File: src/hw/rtl/wav_dac_pkg.sv
// Shared types and constants for the WAV stream to DAC sample converter.
// No dependencies; imported by wav_stream_to_dac_samples.

package wav_dac_pkg;

	// Width of each DAC code (8 to 16).
	localparam int unsigned DAC_WIDTH = 12;

	// Header tags as they sit in the shift register after four bytes (little endian).
	localparam logic [31:0] TAG_RIFF = 32'h4646_4952;
	localparam logic [31:0] TAG_WAVE = 32'h4556_4157;
	localparam logic [31:0] TAG_FMT  = 32'h2074_6d66;
	localparam logic [31:0] TAG_DATA = 32'h6174_6164;

	// Header byte positions at which a tag or field is complete.
	localparam logic [5:0] POS_RIFF_END = 6'd3;
	localparam logic [5:0] POS_WAVE_END = 6'd11;
	localparam logic [5:0] POS_FMT_END  = 6'd15;
	localparam logic [5:0] POS_CHAN_END = 6'd23;
	localparam logic [5:0] POS_RATE_END = 6'd27;
	localparam logic [5:0] POS_BITS_END = 6'd35;
	localparam logic [5:0] POS_DATA_END = 6'd39;
	localparam logic [5:0] POS_SIZE_END = 6'd43;

	// Offset added to a signed 16-bit sample to make it unsigned.
	localparam logic [15:0] MID_SCALE = 16'h8000;

	typedef enum logic [3:0] {
		PH_HEADER = 4'b0001,
		PH_DATA   = 4'b0010,
		PH_ERROR  = 4'b0100,
		PH_DONE   = 4'b1000
	} phase_t;

	typedef enum logic [2:0] {
		KIND_SAMPLE  = 3'd0,
		KIND_HEADER  = 3'd1,
		KIND_BAD_TAG = 3'd2,
		KIND_BAD_FMT = 3'd3,
		KIND_END     = 3'd4
	} kind_t;

endpackage

File: src/hw/rtl/wav_stream_to_dac_samples.sv
// WAV stream to DAC sample converter: header parser, frame assembler and output register.
// Depends on wav_dac_pkg for the phase and result kind types and the header constants.
//
// Usage
// The input channel (in_valid, in_ready, file_byte, start_of_file) carries one byte of a
// WAV file per word. The first 44 bytes are the canonical little-endian header; a word with
// start_of_file high restarts parsing and is itself taken as header byte zero, in any phase.
// The output channel (out_valid, out_ready, kind and the data fields) carries at most one
// result word per input word: a header acceptance with rate, channel count and sample bits,
// a bad tag or unsupported format error (both sticky until restart), one pair of DAC codes
// per complete PCM frame, or an end of data marker for the first byte after the data size.
// A result is held in the output register in the cycle after its byte is accepted. Unless
// the receiver stalls, throughput is one byte per cycle, set by the single state update that
// every byte makes (header shift, byte counter and frame position); bytes that give no result
// need no output slot. When the receiver stalls, the result stays in the output register and
// in_ready drops until it is taken; in the cycle it is taken, a new byte is accepted again.
// Reset puts the parser at header byte zero with no result pending; an error or end of data
// leaves the block silent until a word with start_of_file arrives.

module wav_stream_to_dac_samples (
	input  logic                                clk,
	input  logic                                arst_n,
	input  logic                                in_valid,
	output logic                                in_ready,
	input  logic [7:0]                          file_byte,
	input  logic                                start_of_file,
	output logic                                out_valid,
	input  logic                                out_ready,
	output logic [2:0]                          kind,
	output logic [wav_dac_pkg::DAC_WIDTH-1:0]   dac_left,
	output logic [wav_dac_pkg::DAC_WIDTH-1:0]   dac_right,
	output logic [31:0]                         rate_hz,
	output logic [15:0]                         channel_count,
	output logic [15:0]                         sample_bits
);
	import wav_dac_pkg::*;

	// Parser state.
	phase_t      phase_q;
	logic [5:0]  hdr_pos_q;
	logic [31:0] shift_q;
	logic [15:0] chan_q;
	logic [15:0] bits_q;
	logic [31:0] rate_q;
	logic [31:0] bytes_left_q;
	logic [1:0]  frame_pos_q;

	// Output register.
	logic                 out_valid_q;
	kind_t                kind_q;
	logic [DAC_WIDTH-1:0] left_q;
	logic [DAC_WIDTH-1:0] right_q;
	logic [31:0]          rate_out_q;
	logic [15:0]          chan_out_q;
	logic [15:0]          bits_out_q;

	// Next state and result of the byte on the input.
	phase_t               phase_d;
	logic [5:0]           hdr_pos_d;
	logic [31:0]          shift_d;
	logic [15:0]          chan_d;
	logic [15:0]          bits_d;
	logic [31:0]          rate_d;
	logic [31:0]          bytes_left_d;
	logic [1:0]           frame_pos_d;
	logic                 res_valid;
	kind_t                res_kind;
	logic [DAC_WIDTH-1:0] res_left;
	logic [DAC_WIDTH-1:0] res_right;
	logic [31:0]          res_rate;
	logic [15:0]          res_chan;
	logic [15:0]          res_bits;

	// A restart clears the parser before the byte is looked at.
	phase_t      eff_phase;
	logic [5:0]  eff_pos;
	logic [31:0] eff_shift;
	logic [31:0] hdr_shift;
	logic [31:0] frame_word;
	logic        stereo;
	logic        wide;
	logic [1:0]  frame_last;
	logic        tag_bad;
	logic        fmt_ok;
	logic        in_fire;

	// Turns one PCM sample into an unsigned DAC code.
	function automatic logic [DAC_WIDTH-1:0] to_code(input logic [15:0] smp, input logic is16);
		logic [15:0] biased;
		logic [DAC_WIDTH-1:0] code;
		biased = smp + MID_SCALE;
		if (is16) begin
			code = biased[15 -: DAC_WIDTH];
		end else begin
			code = DAC_WIDTH'(smp[7:0]) << (DAC_WIDTH - 8);
		end
		return code;
	endfunction

	assign in_fire  = in_valid && in_ready;
	assign in_ready = !out_valid_q || out_ready;

	assign eff_phase = start_of_file ? PH_HEADER : phase_q;
	assign eff_pos   = start_of_file ? 6'd0 : hdr_pos_q;
	assign eff_shift = start_of_file ? 32'd0 : shift_q;
	assign hdr_shift = {file_byte, eff_shift[31:8]};

	// Frames are one, two or four bytes long; frame_last is the index of the final byte.
	assign stereo     = (chan_q == 16'd2);
	assign wide       = (bits_q == 16'd16);
	assign frame_last = {stereo && wide, stereo || wide};
	assign frame_word = shift_q | ({24'd0, file_byte} << {frame_pos_q, 3'b000});

	assign tag_bad = ((eff_pos == POS_RIFF_END) && (hdr_shift != TAG_RIFF))
		|| ((eff_pos == POS_WAVE_END) && (hdr_shift != TAG_WAVE))
		|| ((eff_pos == POS_FMT_END) && (hdr_shift != TAG_FMT))
		|| ((eff_pos == POS_DATA_END) && (hdr_shift != TAG_DATA));

	assign fmt_ok = ((chan_q == 16'd1) || (chan_q == 16'd2))
		&& ((bits_q == 16'd8) || (bits_q == 16'd16));

	always_comb begin
		phase_d      = eff_phase;
		hdr_pos_d    = eff_pos;
		shift_d      = eff_shift;
		chan_d       = chan_q;
		bits_d       = bits_q;
		rate_d       = rate_q;
		bytes_left_d = bytes_left_q;
		frame_pos_d  = frame_pos_q;
		res_valid    = 1'b0;
		res_kind     = KIND_SAMPLE;
		res_left     = '0;
		res_right    = '0;
		res_rate     = '0;
		res_chan     = '0;
		res_bits     = '0;

		unique case (eff_phase)
			PH_HEADER: begin
				shift_d   = hdr_shift;
				hdr_pos_d = eff_pos + 6'd1;
				if (tag_bad) begin
					phase_d   = PH_ERROR;
					res_valid = 1'b1;
					res_kind  = KIND_BAD_TAG;
				end else begin
					unique case (eff_pos)
						POS_CHAN_END: chan_d = hdr_shift[31:16];
						POS_RATE_END: rate_d = hdr_shift;
						POS_BITS_END: bits_d = hdr_shift[31:16];
						POS_SIZE_END: begin
							bytes_left_d = hdr_shift;
							shift_d      = '0;
							frame_pos_d  = 2'd0;
							res_valid    = 1'b1;
							if (fmt_ok) begin
								phase_d  = PH_DATA;
								res_kind = KIND_HEADER;
								res_rate = rate_q;
								res_chan = chan_q;
								res_bits = bits_q;
							end else begin
								phase_d  = PH_ERROR;
								res_kind = KIND_BAD_FMT;
							end
						end
						default: ;
					endcase
				end
			end
			PH_DATA: begin
				if (bytes_left_q == 32'd0) begin
					phase_d   = PH_DONE;
					res_valid = 1'b1;
					res_kind  = KIND_END;
				end else begin
					bytes_left_d = bytes_left_q - 32'd1;
					if (frame_pos_q == frame_last) begin
						shift_d     = '0;
						frame_pos_d = 2'd0;
						res_valid   = 1'b1;
						res_kind    = KIND_SAMPLE;
						if (wide) begin
							res_left  = to_code(frame_word[15:0], 1'b1);
							res_right = to_code(stereo ? frame_word[31:16]
								: frame_word[15:0], 1'b1);
						end else begin
							res_left  = to_code({8'd0, frame_word[7:0]}, 1'b0);
							res_right = to_code({8'd0, stereo ? frame_word[15:8]
								: frame_word[7:0]}, 1'b0);
						end
					end else begin
						shift_d     = frame_word;
						frame_pos_d = frame_pos_q + 2'd1;
					end
				end
			end
			default: ;
		endcase
	end

	always_ff @(posedge clk or negedge arst_n) begin
		if (!arst_n) begin
			phase_q      <= PH_HEADER;
			hdr_pos_q    <= '0;
			shift_q      <= '0;
			bytes_left_q <= '0;
			frame_pos_q  <= '0;
			out_valid_q  <= 1'b0;
		end else begin
			if (in_fire) begin
				phase_q      <= phase_d;
				hdr_pos_q    <= hdr_pos_d;
				shift_q      <= shift_d;
				bytes_left_q <= bytes_left_d;
				frame_pos_q  <= frame_pos_d;
				out_valid_q  <= res_valid;
			end else if (out_ready) begin
				out_valid_q <= 1'b0;
			end
		end
	end

	// Header fields and the result payload carry no reset.
	always_ff @(posedge clk) begin
		if (in_fire) begin
			chan_q <= chan_d;
			bits_q <= bits_d;
			rate_q <= rate_d;
		end
		if (in_fire && res_valid) begin
			kind_q     <= res_kind;
			left_q     <= res_left;
			right_q    <= res_right;
			rate_out_q <= res_rate;
			chan_out_q <= res_chan;
			bits_out_q <= res_bits;
		end
	end

	assign out_valid     = out_valid_q;
	assign kind          = kind_q;
	assign dac_left      = left_q;
	assign dac_right     = right_q;
	assign rate_hz       = rate_out_q;
	assign channel_count = chan_out_q;
	assign sample_bits   = bits_out_q;

	// Once stopped by an error or the end of data, a byte without restart gives nothing.
	a_silent_when_stopped: assert property (@(posedge clk) disable iff (!arst_n)
		(in_fire && !start_of_file && ((phase_q == PH_ERROR) || (phase_q == PH_DONE)))
		|=> !out_valid)
		else $error("result produced after error or end of data");

	// A header acceptance is only ever pending while the parser is in the data phase.
	a_header_then_data: assert property (@(posedge clk) disable iff (!arst_n)
		(out_valid && (kind == KIND_HEADER)) |-> (phase_q == PH_DATA))
		else $error("header accepted but parser not in data phase");

	// The data phase is entered only with a supported format.
	a_data_format: assert property (@(posedge clk) disable iff (!arst_n)
		(phase_q == PH_DATA) |-> fmt_ok)
		else $error("data phase with unsupported format");

	// The frame position never passes the last byte of a frame.
	a_frame_pos: assert property (@(posedge clk) disable iff (!arst_n)
		(phase_q == PH_DATA) |-> (frame_pos_q <= frame_last))
		else $error("frame position beyond frame length");

endmodule
File: config.mk
export PLATFORM = sky130hd
export DESIGN_NAME = wav_stream_to_dac_samples
export DESIGN_NICKNAME = d
export VERILOG_FILES = /design/src/hw/rtl/wav_dac_pkg.sv /design/src/hw/rtl/wav_stream_to_dac_samples.sv
export SDC_FILE = /design/constraint.sdc
export NUM_CORES = 1
export LEC_CHECK = 0
export BUFFER_PORTS_ARGS = -buffer_cell sky130_fd_sc_hd__buf_2
export CORE_UTILIZATION = 45
export DETAILED_ROUTE_END_ITERATION = 8
export PLACE_DENSITY_LB_ADDON = 0.12
export SYNTH_ARGS = -nofsm -noshare
export SYNTH_HDL_FRONTEND = slang
export SYNTH_SLANG_ARGS = --single-unit
File: constraint.sdc
create_clock -name clk -period 14.4 [get_ports clk]
set_clock_uncertainty 0.05 [all_clocks]
set_input_delay 0 -clock clk [delete_from_list [all_inputs] [get_ports clk]]
set_output_delay 0 -clock clk [all_outputs]
set_load 0.05 [all_outputs]
## After elaboration in Yosys (flattened, before gate mapping)

Cells that the tools add are included.

| storage, ports and cells | value |
|---|---|
| register bits after elaboration | 232 |
| word-level logic and storage cells | 118 |

| cells by class | value |
|---|---|
| add/sub/neg operators | 5 |
| equal/unequal tests | 22 |
| shift-type cells | 1 |
| muxes and demuxes | 39 |
| bitwise gates (word level) | 8 |
| reduce and logical (&&, ||, !) cells | 26 |

Operators by type and width:

| kind | count |
|---|---|
| two-way mux 32 bit | 8 |
| case mux 32 bit (2 select lines) | 2 |
| inequality test 32 x 31 -> 1 bit (second input constant) | 3 |
| adder 16 bit (second input constant) | 2 |
| zero test 32 bit | 1 |
| inequality test 32 x 30 -> 1 bit (second input constant) | 1 |
| OR 32 bit | 1 |
| left shift 8 x 5 -> 32 bit | 1 |
| subtractor 32 x 1 -> 32 bit (second input constant) | 1 |
| two-way mux 12 bit | 2 |
| equality test 6 bit (second input constant) | 3 |
| equality test 16 x 1 -> 1 bit (second input constant) | 1 |
| equality test 16 x 2 -> 1 bit (second input constant) | 1 |
| equality test 16 x 4 -> 1 bit (second input constant) | 1 |
| equality test 16 x 5 -> 1 bit (second input constant) | 1 |
| two-way mux 16 bit | 1 |
| two-way mux 4 bit | 4 |
| two-way mux 2 bit | 7 |
| equality test 6 x 4 -> 1 bit (second input constant) | 2 |
| equality test 6 x 5 -> 1 bit (second input constant) | 2 |
| two-way mux 6 bit | 2 |
| AND reduction 4 bit | 3 |
| logical AND 1 bit | 8 |
| two-way mux 8 bit | 1 |
| other kinds (20) | 42 |

## Logic depth before layout (Yosys ltp)

Gate-level depths: netlist of run 1.

| logic depth | value |
|---|---|
| depth after elaboration | 9 |
| depth in mapped cells | 15 |

## Worst setup path before layout of run 1

Ideal clock, no wire load.

| path | value |
|---|---|
| path kind | input port to flip-flop |
| from | input start_of_file |
| to | register rate_q[0] (enable) |
| library setup time | 0.502 ns |
| arrival | 5.390 ns |
| setup slack | 8.459 ns |
| stages | 13 |
| path buffers | 5 |
| cells stage by stage | clkbuf_1 -> clkbuf_1 -> clkbuf_1 -> clkbuf_1 -> nor2b_1 -> ha_1 -> clkbuf_1 -> nand4bb_1 -> nor3b_1 -> o32ai_1 -> and4_1 -> nand2_1 -> nor4_1 |

| between the ends | value |
|---|---|
| cells in the longest elaborated chain, start to end | 8 |
| elaborated cells on any way between the ends | 22 |

Ends and longest elaborated chain:

| what | RTL line | text |
|---|---|---|
| start: declaration | wav_stream_to_dac_samples.sv:26 | `input logic start_of_file,` |
| two-way mux 32 bit / two-way mux 6 bit (equally long branches) | wav_stream_to_dac_samples.sv:105, wav_stream_to_dac_samples.sv:104 |  |
| inequality test 32 x 31 -> 1 bit, or another cell as far along | wav_stream_to_dac_samples.sv:114 | `assign tag_bad = ((eff_pos == POS_RIFF_END) && (hdr_shift != TAG_RIFF))` |
| logical AND 1 bit (on tied branches) | wav_stream_to_dac_samples.sv:114, wav_stream_to_dac_samples.sv:115 |  |
| logical OR 1 bit | wav_stream_to_dac_samples.sv:115 | `\|\| ((eff_pos == POS_WAVE_END) && (hdr_shift != TAG_WAVE))` |
| logical OR 1 bit | wav_stream_to_dac_samples.sv:116 | `\|\| ((eff_pos == POS_FMT_END) && (hdr_shift != TAG_FMT))` |
| logical OR 1 bit | wav_stream_to_dac_samples.sv:117 | `\|\| ((eff_pos == POS_DATA_END) && (hdr_shift != TAG_DATA));` |
| inverter 1 bit (no source line) | n/a |  |
| AND reduction 4 bit (no source line) * | n/a |  |
| end signal: assignment | wav_stream_to_dac_samples.sv:230 | `rate_q <= rate_d;` |
| end: declaration | wav_stream_to_dac_samples.sv:44 | `logic [31:0] rate_q;` |

Every way passes the cells marked *; elsewhere a longest branch is shown, timed or not.
A chain may end at the register's enable or synchronous reset.

## Final worst setup path of run 1

| path | value |
|---|---|
| from | register chan_q[13] |
| to | register chan_out_q[6], in the netlist channel_count[6] (enable) |

| between the ends | value |
|---|---|
| cells in the longest elaborated chain, start to end | 7 |
| elaborated cells on any way between the ends | 8 |

Ends and longest elaborated chain:

| what | RTL line | text |
|---|---|---|
| start: declaration | wav_stream_to_dac_samples.sv:42 | `logic [15:0] chan_q;` |
| start signal: assignment | wav_stream_to_dac_samples.sv:228 | `chan_q <= chan_d;` |
| equality test 16 x 2 -> 1 bit * | wav_stream_to_dac_samples.sv:109 | `assign stereo = (chan_q == 16'd2);` |
| logical OR 1 bit / logical AND 1 bit (equally long branches) | wav_stream_to_dac_samples.sv:111 | `assign frame_last = {stereo && wide, stereo \|\| wide};` |
| equality test 2 bit * | wav_stream_to_dac_samples.sv:179 | `if (frame_pos_q == frame_last) begin` |
| two-way mux 1 bit * | wav_stream_to_dac_samples.sv:179 |  |
| two-way mux 1 bit * | wav_stream_to_dac_samples.sv:173 | `if (bytes_left_q == 32'd0) begin` |
| case mux 1 bit (2 select lines) * | wav_stream_to_dac_samples.sv:139 | `unique case (eff_phase)` |
| logical AND 1 bit * | wav_stream_to_dac_samples.sv:232 | `if (in_fire && res_valid) begin` |
| end signal: assignment | wav_stream_to_dac_samples.sv:237 | `chan_out_q <= res_chan;` |
| end: declaration | wav_stream_to_dac_samples.sv:54 | `logic [15:0] chan_out_q;` |

Marked as above.

==> impl_results.md, run 1 <==
- Clk buf depth: 3
- Register Area: 6583 um2
- Die X: 154.6 um
- Initial core utilization: a little under half
- Number of remaining DRC errors: 0
- Crit path launch: chan_q[13]
- Later-pin clock latency in the skew report: between 0.5 and 0.6 ns
- CP Capture Type: flip-flop
- Post-Syn Area: 10490 um2
- Synth unique cells: 73
- Number of port buffers: 105
- Worst setup SP type: flip-flop
- Layout cells sized above 1: 17.57%
- # setup viols final: 0
- Min cycle time layout: 3.949 ns
- Critical Path Fanout Max: 59
- Crit Path Class: reg2reg
- Via count: about 7600
- Max_cap viols: 0
- Number of CTS-inserted buffers: 26
- FP Rows: 55
- Initial antenna violation count: 0
- Syn. warnings: 0
- Setup bufs post-CTS: 0
- CTS tree: built
- Final WL: 26180 um
- Grt total ovfl: 0
- Asr flop ratio synth: around 33%
- Total negative slack: 0 ns
- Area of the multi-input gates: 3692 um2
- # clock sinks: 232
- Final Hold Fails: 0
- CP Data Arrival Time: 4.05 ns
- VDD IR max: roughly 0.076 mV
- Pre-antenna DRT Iters: 6
- Least-Margin Pin Slew: 1.160 ns
- Register area share after synthesis: between 60% and 70%
- Avg Vias per Cell: between 5 and 6
- Clock root buffer: clkbuf_16
- Number of global-route vias before repair: around 7100
- Post-synth EDFFs: 155
- Core area: 22780 um2
- Fill count: 1976
- Worst Hold Class: in2reg
- Final hold slack: 0.03879 ns
- Static leakage: just under 0.005 uW
- Pwr Density: 139.9 nW/um2
- H-tree levels: 1
- Max Transition Viols Final: 0
- DR iter-0 viols: 600
- RSZ-0062 raised after global routing: false
- Post-DR wirelength/cell: 19.49 um
- Number of routed nets with antenna violations: 0
- Synthesized flop and latch total: 232
- Status: completed
- DIE AREA: 23920 um2
- Post-Syn Area per Cell: approximately 12 um2
- Required time of the critical path: 14.50 ns
- Largest net degree at the start of global routing: 78
- Area growth, synth to finish: 17.30%
- Non-Filler Instances: 1343
- Dpl ws: 10.44 ns
- Final instance area: between 10000 and 15000 um2
- Post_cts resized: 0
- Relative slew slack: 22.22%
- Final RePlAce weighted congestion: 0.8509
- Boundary pin count: 106
- First-pass GRT wire length: 40620 um
- Synth Flop Type: edfxtp_1
- Vert. Die Dim: ~150 um
- CTS clock-pin slew for the worst setup and hold paths: roughly 0.06 ns
- CTS hold repair buffers: 9
- DP Area: 11330 um2
- Min-delay src: in_valid
- Period utilization: a little over a quarter
- Final setup margin: 10.45 ns
- HPWL Detailed: 17500 um
- Diodes inserted: 0
- Fmax: 0.2532 GHz
- Cell count after synthesis: between 800 and 900
- Placed insts: 1287
- Net count, final: roughly 1000
- Critical R2R Launch: chan_q[13]
- GRT Util Overall: between 20 and 25%
==> cell usage in the layout (no fill, tap or decap), drive strengths merged, types with 5 or more instances in the layout <==
cell type    instances
nor3b                7
or2                  5
a211o                8
nor3                20
clkbuf              31
nor2b               26
dfrtp               76
mux2i                8
o21ai               49
a2bb2oi              9
a21oi               79
o22ai               11
edfxtp             155
nand3               16
or4                  7
inv                 16
nand2               49
clkinv              10
a22oi               31
nor4b                6
o2bb2ai              8
a31oi                8
nand4                9
nor4                17
buf                115
conb                28
nand2b               5
dlygate4sd3          9
or3                 10
nor2                70
a211oi              15
a21o                 9
and2                40
o22a                 8
==> state kept, by name, indices dropped and copies added (netlist names), 4 cells and up <==
name	count
channel_count	16
sample_bits	16
phase_q	4
shift_q	32
chan_q	16
dac_left	12
hdr_pos_q	6
rate_hz	32
dac_right	12
bytes_left_q	32
bits_q	16
rate_q	32
==> report_power, final <==
group	switching (uW)	internal [uW]
Sequential	39.2	761
Clock	261	414
Combinational	174	70.8
Total	474	1250
==> path summary, 6_finish.rpt <==
path | endpoint | slack (ns) | cells past startpoint
setup / recovery | channel_count[6] | 10.45 | 8
hold / removal | phase_q[0] | 0.04 | 4
setup reg to reg | channel_count[6] | 10.45 | 8
hold reg to reg | hdr_pos_q[0] | 0.43 | 2
max in group asynchronous | hdr_pos_q[2] | 13.46 | 2
min in group asynchronous | bytes_left_q[5] | 0.14 | 2
==> critical path, stage by stage, from the launching register on <==
cell and delay, ns:
edfxtp_1 0.37, nor4_1 0.40, and4_1 0.83, xor2_1 0.28
a211oi_1 0.12, buf_4 0.22, nor2_1 0.13, or3_4 0.44
buf_4 0.64
==> synthesized netlist by cell type (all sizes together) (9+ instances only) <==
cell type,n,area (um2)
buf,22,151.4
nand3,16,80.08
nor2b,26,162.7
nor2,70,262.8
a211oi,15,112.6
nor3,20,116.4
a22oi,31,232.7
nor4,17,106.4
a21o,9,67.56
or3,10,62.56
dfrtp,76,1902
edfxtp,155,4654
a21oi,79,417.9
nand4,9,56.30
inv,15,56.30
clkbuf,37,138.9
nand2,49,183.9
a2bb2oi,9,78.83
o22ai,11,68.82
and2,40,250.2
o21ai,49,245.2
==> area by class of cell <==
type | count | area share (%)
Sequential cell | 232 | 53.52
Multi-Input combinational cell | 612 | 30.02
Timing Repair Buffer | 124 | 5.636
Clock buffer | 31 | 5.615
Tap cell | 313 | 3.184
Clock inverter | 16 | 1.567
Inverter | 15 | 0.4578
==> through the flow <==
step	utilization (%)	total power, uW
floorplan	-	967.1
global placement	49.72	1048
detailed placement	49.72	1050
CTS	54.00	1728
global route	54.00	1784
finish	54.00	1720
==> per-layer routing <==
metal  GRT usage [%]  up-vias  share of wire, %
met5               0        -                 0
met4           6.695        0               2.7
met3           4.679       57               7.3
met2           35.44      297                46
met1           30.36     3695                44
li1                -     3584                 -
==> cell families after synthesis <==
group,share of synthesized area [%]
AO/OA/AOI/OAI,16.00
XOR/XNOR,0.4177
adder cells (fa/ha/maj),0.2386
buffers and inverters,3.305
flip-flops,62.78
multiplexers,0.8711
other,0.03577
AND/OR/NAND/NOR,16.35
(Power assumes the default switching activity.)
==> run 2, diff against run 1 <==
==> constraint.sdc (replaced) <==
create_clock -name clk -period 3.9 [get_ports clk]
set_clock_uncertainty 0.05 [all_clocks]
set_input_delay 0 -clock clk [delete_from_list [all_inputs] [get_ports clk]]
set_output_delay 0 -clock clk [all_outputs]
set_load 0.05 [all_outputs]
==> run 2 against run 1 <==
  * Combinational power increased to 3.8 times the previous value
  * Largest power group unchanged
  * Sequential power increased to 3.7 times the previous value
  * Cell count increased by 1.3%
  * Die area unchanged
  * Core utilization increased by 0.18 points
  * Global-route usage increased by 0.22 points
  * Critical path type unchanged
  * Maximum frequency increased by 18%
  * Worst setup slack got worse by 9.9 ns
  * Critical endpoint is now bytes_left_q[27]
  * Clock power increased to 3.3 times the previous value
==> impl_results.md, run 2 (same netlist as run 1, synthesis figures left out) <==
- Via count: 7730
- Fill count: 1993
- CP Capture Type: flip-flop
- Final RePlAce weighted congestion: 0.8738
- Total negative slack: 0 ns
- Max Transition Viols Final: 0
- Initial antenna violation count: 0
- VDD IR max: 0.3195 mV
- Post-DR wirelength/cell: 19.55 um
- Critical Path Fanout Max: 18
- Area growth, synth to finish: 17.68%
- Max_cap viols: 0
- Number of global-route vias before repair: 7194
- Initial core utilization: 46.03%
- # clock sinks: between 200 and 250
- Required time of the critical path: 4.32 ns
- Layout cells sized above 1: a little under a fifth
- # setup viols final: 0
- Status: completed
- DIE AREA: between 20000 and 25000 um2
- Number of CTS-inserted buffers: 25
- Later-pin clock latency in the skew report: between 0.5 and 0.6 ns
- Pre-antenna DRT Iters: 5
- Commonest non-fill, non-tap cell in the layout: edfxtp_1
- Crit Path Class: reg2reg
- Critical R2R Launch: hdr_pos_q[0]
- Number of remaining DRC errors: 0
- Static leakage: 0.004876 uW
- Relative slew slack: around 31%
- DR iter-0 viols: between 600 and 700
- Pwr Density: a little under 500 nW/um2
- Avg Vias per Cell: 5.684
- Core area: 22780 um2
- Die X: 154.6 um
- Grt total ovfl: 0
- Fmax: ~0.30 GHz
- Least-Margin Pin Slew: 1.038 ns
- Worst setup SP type: flip-flop
- Net count, final: 1043
- GRT Util Overall: 22.38%
- Flop2flop setup slack: 0.56 ns
- Final hold slack: approximately 0.16 ns
- Crit path launch: hdr_pos_q[0]
- Boundary pin count: 106
- Worst Hold Class: in2async
- Final Hold Fails: 0
- Most frequent cells in the layout: edfxtp_1, buf_2, dfrtp_1, a21oi_1, nor2_1
- Number of routed nets with antenna violations: 0
- Largest net degree at the start of global routing: just over 80
- CTS tree: built
- CTS clock-pin slew for the worst setup and hold paths: about 0.06 ns
- FP Rows: 55
- RSZ-0062 raised after global routing: false
- Clk buf depth: 3
- Final WL: 26590 um
- Diodes inserted: 0
- Min cycle time layout: 3.339 ns
- CP Data Arrival Time: 3.76 ns
- Number of port buffers: approximately 110
- Clock root buffer: clkbuf_16
- R2r worst-path depth: 9
- Period utilization: a little under nine tenths
- First-pass GRT wire length: 40980 um
- HPWL Detailed: around 18000 um
- H-tree levels: 1
- Vert. Die Dim: 154.6 um
==> run 2: final timing paths <==
check                                    to
min reg2reg                    hdr_pos_q[0]
max reg2reg                bytes_left_q[27]
min                        bytes_left_q[11]
min in group clk               hdr_pos_q[5]
max                        bytes_left_q[27]
max in group asynchronous        shift_q[2]
==> run 2: report_power, final <==
group / switching [uW] / leakage, uW / internal [uW]
combinational: 643 / 0.00198 / 280
sequential: 142 / 0.00251 / 2810
clock: 953 / 0.000384 / 1250
total: 1740 / 0.00488 / 4330
==> run 2: repair_timing <==
action | 4_1_cts | 5_1_grt
resized for setup | 0 | 0
hold endpoints to repair | 124 | 0
setup buffers | 0 | 0
hold buffers | 12 | 0
==> run 2: through the flow <==
stage	worst slack (ns)	instance area (um2)	std cells	total power (uW)	utilization, %
2_1_floorplan	-0.03388	10610	918	3573	-
3_3_place_gp	0.6468	11460	1302	3889	50.31
3_5_place_dp	0.5535	11460	1302	3892	50.31
4_1_cts	0.5278	12340	1360	6096	54.17
5_1_grt	0.05939	12340	1360	6305	54.17
6_report	0.5606	12340	1360	6071	54.17
==> run 2: metal layers <==
layer	track usage [%]	wire length, um
met3	3.390	1650
met5	0	0
met1	31.31	11840
met2	35.70	12290
met4	7.638	816
==> run 2: worst max-delay path: stages, from the launching register on <==
cell and delay, ns:
dfrtp_1 0.34, nor2b_1 0.21, ha_1 0.38, nor4bb_1 0.51
o2111ai_1 0.32, o22ai_1 0.30, and2_1 0.63, buf_4 0.28
o21a_1 0.13, o22a_1 0.12
==> run 2: cell type report <==
class	instances	area, um2	area share [%]
sequential	232	6583	53.35
multi-input combinational	612	3701	29.99
timing repair buffer	142	848.3	6.875
clock buffer	28	636.9	5.161
tap	313	391.6	3.174
clock inverter	18	122.6	0.9937
inverter	15	56.30	0.4563
==> run 3, diff against run 2 <==
--- a/config.mk
+++ b/config.mk
@@ -5,9 +5,9 @@
 export SDC_FILE = /design/constraint.sdc
 export NUM_CORES = 1
 export LEC_CHECK = 0
-export BUFFER_PORTS_ARGS = -buffer_cell sky130_fd_sc_hd__buf_2
-export CORE_UTILIZATION = 45
+export CORE_UTILIZATION = 42
 export DETAILED_ROUTE_END_ITERATION = 8
+export DONT_BUFFER_PORTS = 1
 export PLACE_DENSITY_LB_ADDON = 0.12
 export SYNTH_ARGS = -nofsm -noshare
 export SYNTH_HDL_FRONTEND = slang
==> run 3 against run 2 <==
  * Largest power group unchanged
  * Highest routed layer unchanged
  * Core utilization is 5.1 points lower
  * Sequential power is 5% higher
  * Power grew 3.4%
==> impl_results.md, run 3 (same netlist as run 1, synthesis figures left out) <==
- Static leakage: 0.004438 uW
- Min cycle time layout: 3.256 ns
- Critical path depth: 10
- Largest net degree at the start of global routing: 59
- CTS hold repair buffers: 17
- Number of global-route vias before repair: around 7300
- RSZ-0062 raised after global routing: false
- Grt total ovfl: 0
- Post-route core utilization: 49.04%
- Net count, final: 938
- Final Hold Fails: 0
- Avg Vias per Cell: 5.925
- Final instance area: roughly 12000 um2
- # setup viols final: 0
- Max_cap viols: 0
- Via count: 7519
- Number of routed nets with antenna violations: 0
- Worst Hold Class: in2reg
- Initial antenna violation count: 2
- Boundary pin count: approximately 110
- H-tree levels: 1
- Post_cts resized: 0
- CP Data Arrival Time: 3.38 ns
- GRT Util Overall: 22.45%
- Crit path launch: start_of_file
- R2r worst-path depth: 8
- Crit path buffers/inverters: 3
- Critical path's slowest cell: dlygate4sd3_1
- Clk buf depth: 3
- Layout cells sized above 1: 9.544%
- Max Transition Viols Final: 0
- Pwr Density: 524.8 nW/um2
- Clock root buffer: clkbuf_16
- DIE AREA: 25600 um2
- Crit path max-delay family: buffers and inverters
- Most frequent cells in the layout: edfxtp_1, dfrtp_1, a21oi_1, nor2_1, nand2_1
- VDD IR max: 0.3215 mV
- CTS clock-pin slew for the worst setup and hold paths: 0.06 ns
- First-pass GRT wire length: 44010 um
- Die X: approximately 160 um
- Final RePlAce weighted congestion: 0.8628
- Final setup margin: 0.6442 ns
- Non-Filler Instances: 1269
- Max stage delay on crit path: approximately 0.65 ns
- Setup bufs post-CTS: 0
- Reg2Reg Capture Point: channel_count[5]
- Final WL: 28770 um
- DR iter-0 viols: 722
- Number of CTS-inserted buffers: 26
- Number of remaining DRC errors: 0
- Status: completed
- Relative slew slack: 31.37%
- Flop2flop setup slack: 0.65 ns
- FP Rows: 57
- Crit Path Class: in2reg
- Worst setup SP type: primary input
- Least-Margin Pin Slew: 1.025 ns
- Later-pin clock latency in the skew report: between 0.5 and 0.6 ns
- Vert. Die Dim: approximately 160 um
- Worst setup path end: channel_count[5]
- # clock sinks: 232
- Commonest non-fill, non-tap cell in the layout: edfxtp_1
- Critical Path Fanout Max: 43
- Pre-antenna DRT Iters: 6
- Critical R2R Launch: hdr_pos_q[0]
- Fill count: approximately 2200
- CTS tree: built
- Dpl ws: just under 0.7 ns
- Required time of the critical path: between 4 and 5 ns
- CP Capture Type: flip-flop
- Core area: 24390 um2
- Tot Pwr: roughly 6300 uW
- Period utilization: 83.48%
- Initial core utilization: 42.99%
- Number of port buffers: 0
- DP Area: between 10000 and 15000 um2
- Crit-path cells: dlygate4sd3_1 > buf_12 > nor2b_1 > ha_1 > nor4bb_1 > o311ai_0 > and4_1 > a21oi_1 > or3_4 > buf_4
- Area growth, synth to finish: 14.07%
- Fmax: between 0.3 and 0.4 GHz
- Post-DR wirelength/cell: roughly 23 um
- HPWL Detailed: 19040 um
- Placed insts: 1202
## run 3: changes by cell type in the layout (fill, tap and decap cells not counted), moves of 4 or more
cell / before / now
clkinvlp_4: 0 / 7
clkinv_2: 10 / 5
buf_2: 104 / 0
clkinv_1: 6 / 2
buf_4: 25 / 18
## run 3: area by class of cell
type	count	area, um2	area share [%]
timing repair buffer	36	370.4	3.097
multi-input combinational	612	3701	30.94
inverter	15	56.30	0.4708
sequential	232	6583	55.04
clock buffer	32	694.4	5.806
antenna	2	5.005	0.04185
tap	324	405.4	3.389
clock inverter	16	145.1	1.214
## run 3: stage by stage
stage                     TNS, ns  hold WS, ns
after floorplan           -0.6968      -0.3456
after global placement          0      -0.3429
after detailed placement        0      -0.3435
after CTS                       0     0.001242
after global routing            0      0.02012
final                           0      0.02305
## run 3: per-layer routing
metal	GRT usage, %	up-vias	wire (um)
met3	3.584	62	1833
met2	37.61	313	13790
met1	30.10	3739	12380
met5	0	-	0
li1	-	3405	-
met4	6.537	0	756
## run 3: worst min-delay path: stages
cell     delay, ns
nand2_1       0.28
nand3_1       0.19
o21ai_0       0.07
## run 3: where the power goes
| part | internal (uW) | switching, uW |
|---|---|---|
| clock | 1400 | 990 |
| combinational | 262 | 526 |
| sequential | 2810 | 287 |
| total | 4470 | 1800 |
## run 3: how the worst min path moves through the flow
stage | startpoint | to | slack (ns) | depth (start not counted)
final | in_valid | hdr_pos_q[5] | 0.02 | 3
after global placement | arst_n | bytes_left_q[9] | -0.34 | 0
after detailed placement | arst_n | bytes_left_q[8] | -0.34 | 0
after CTS | in_valid | hdr_pos_q[5] | 0.001 | 3
after floorplan | arst_n | bytes_left_q[0] | -0.35 | 0
after global routing | in_valid | shift_q[13] | 0.02 | 3
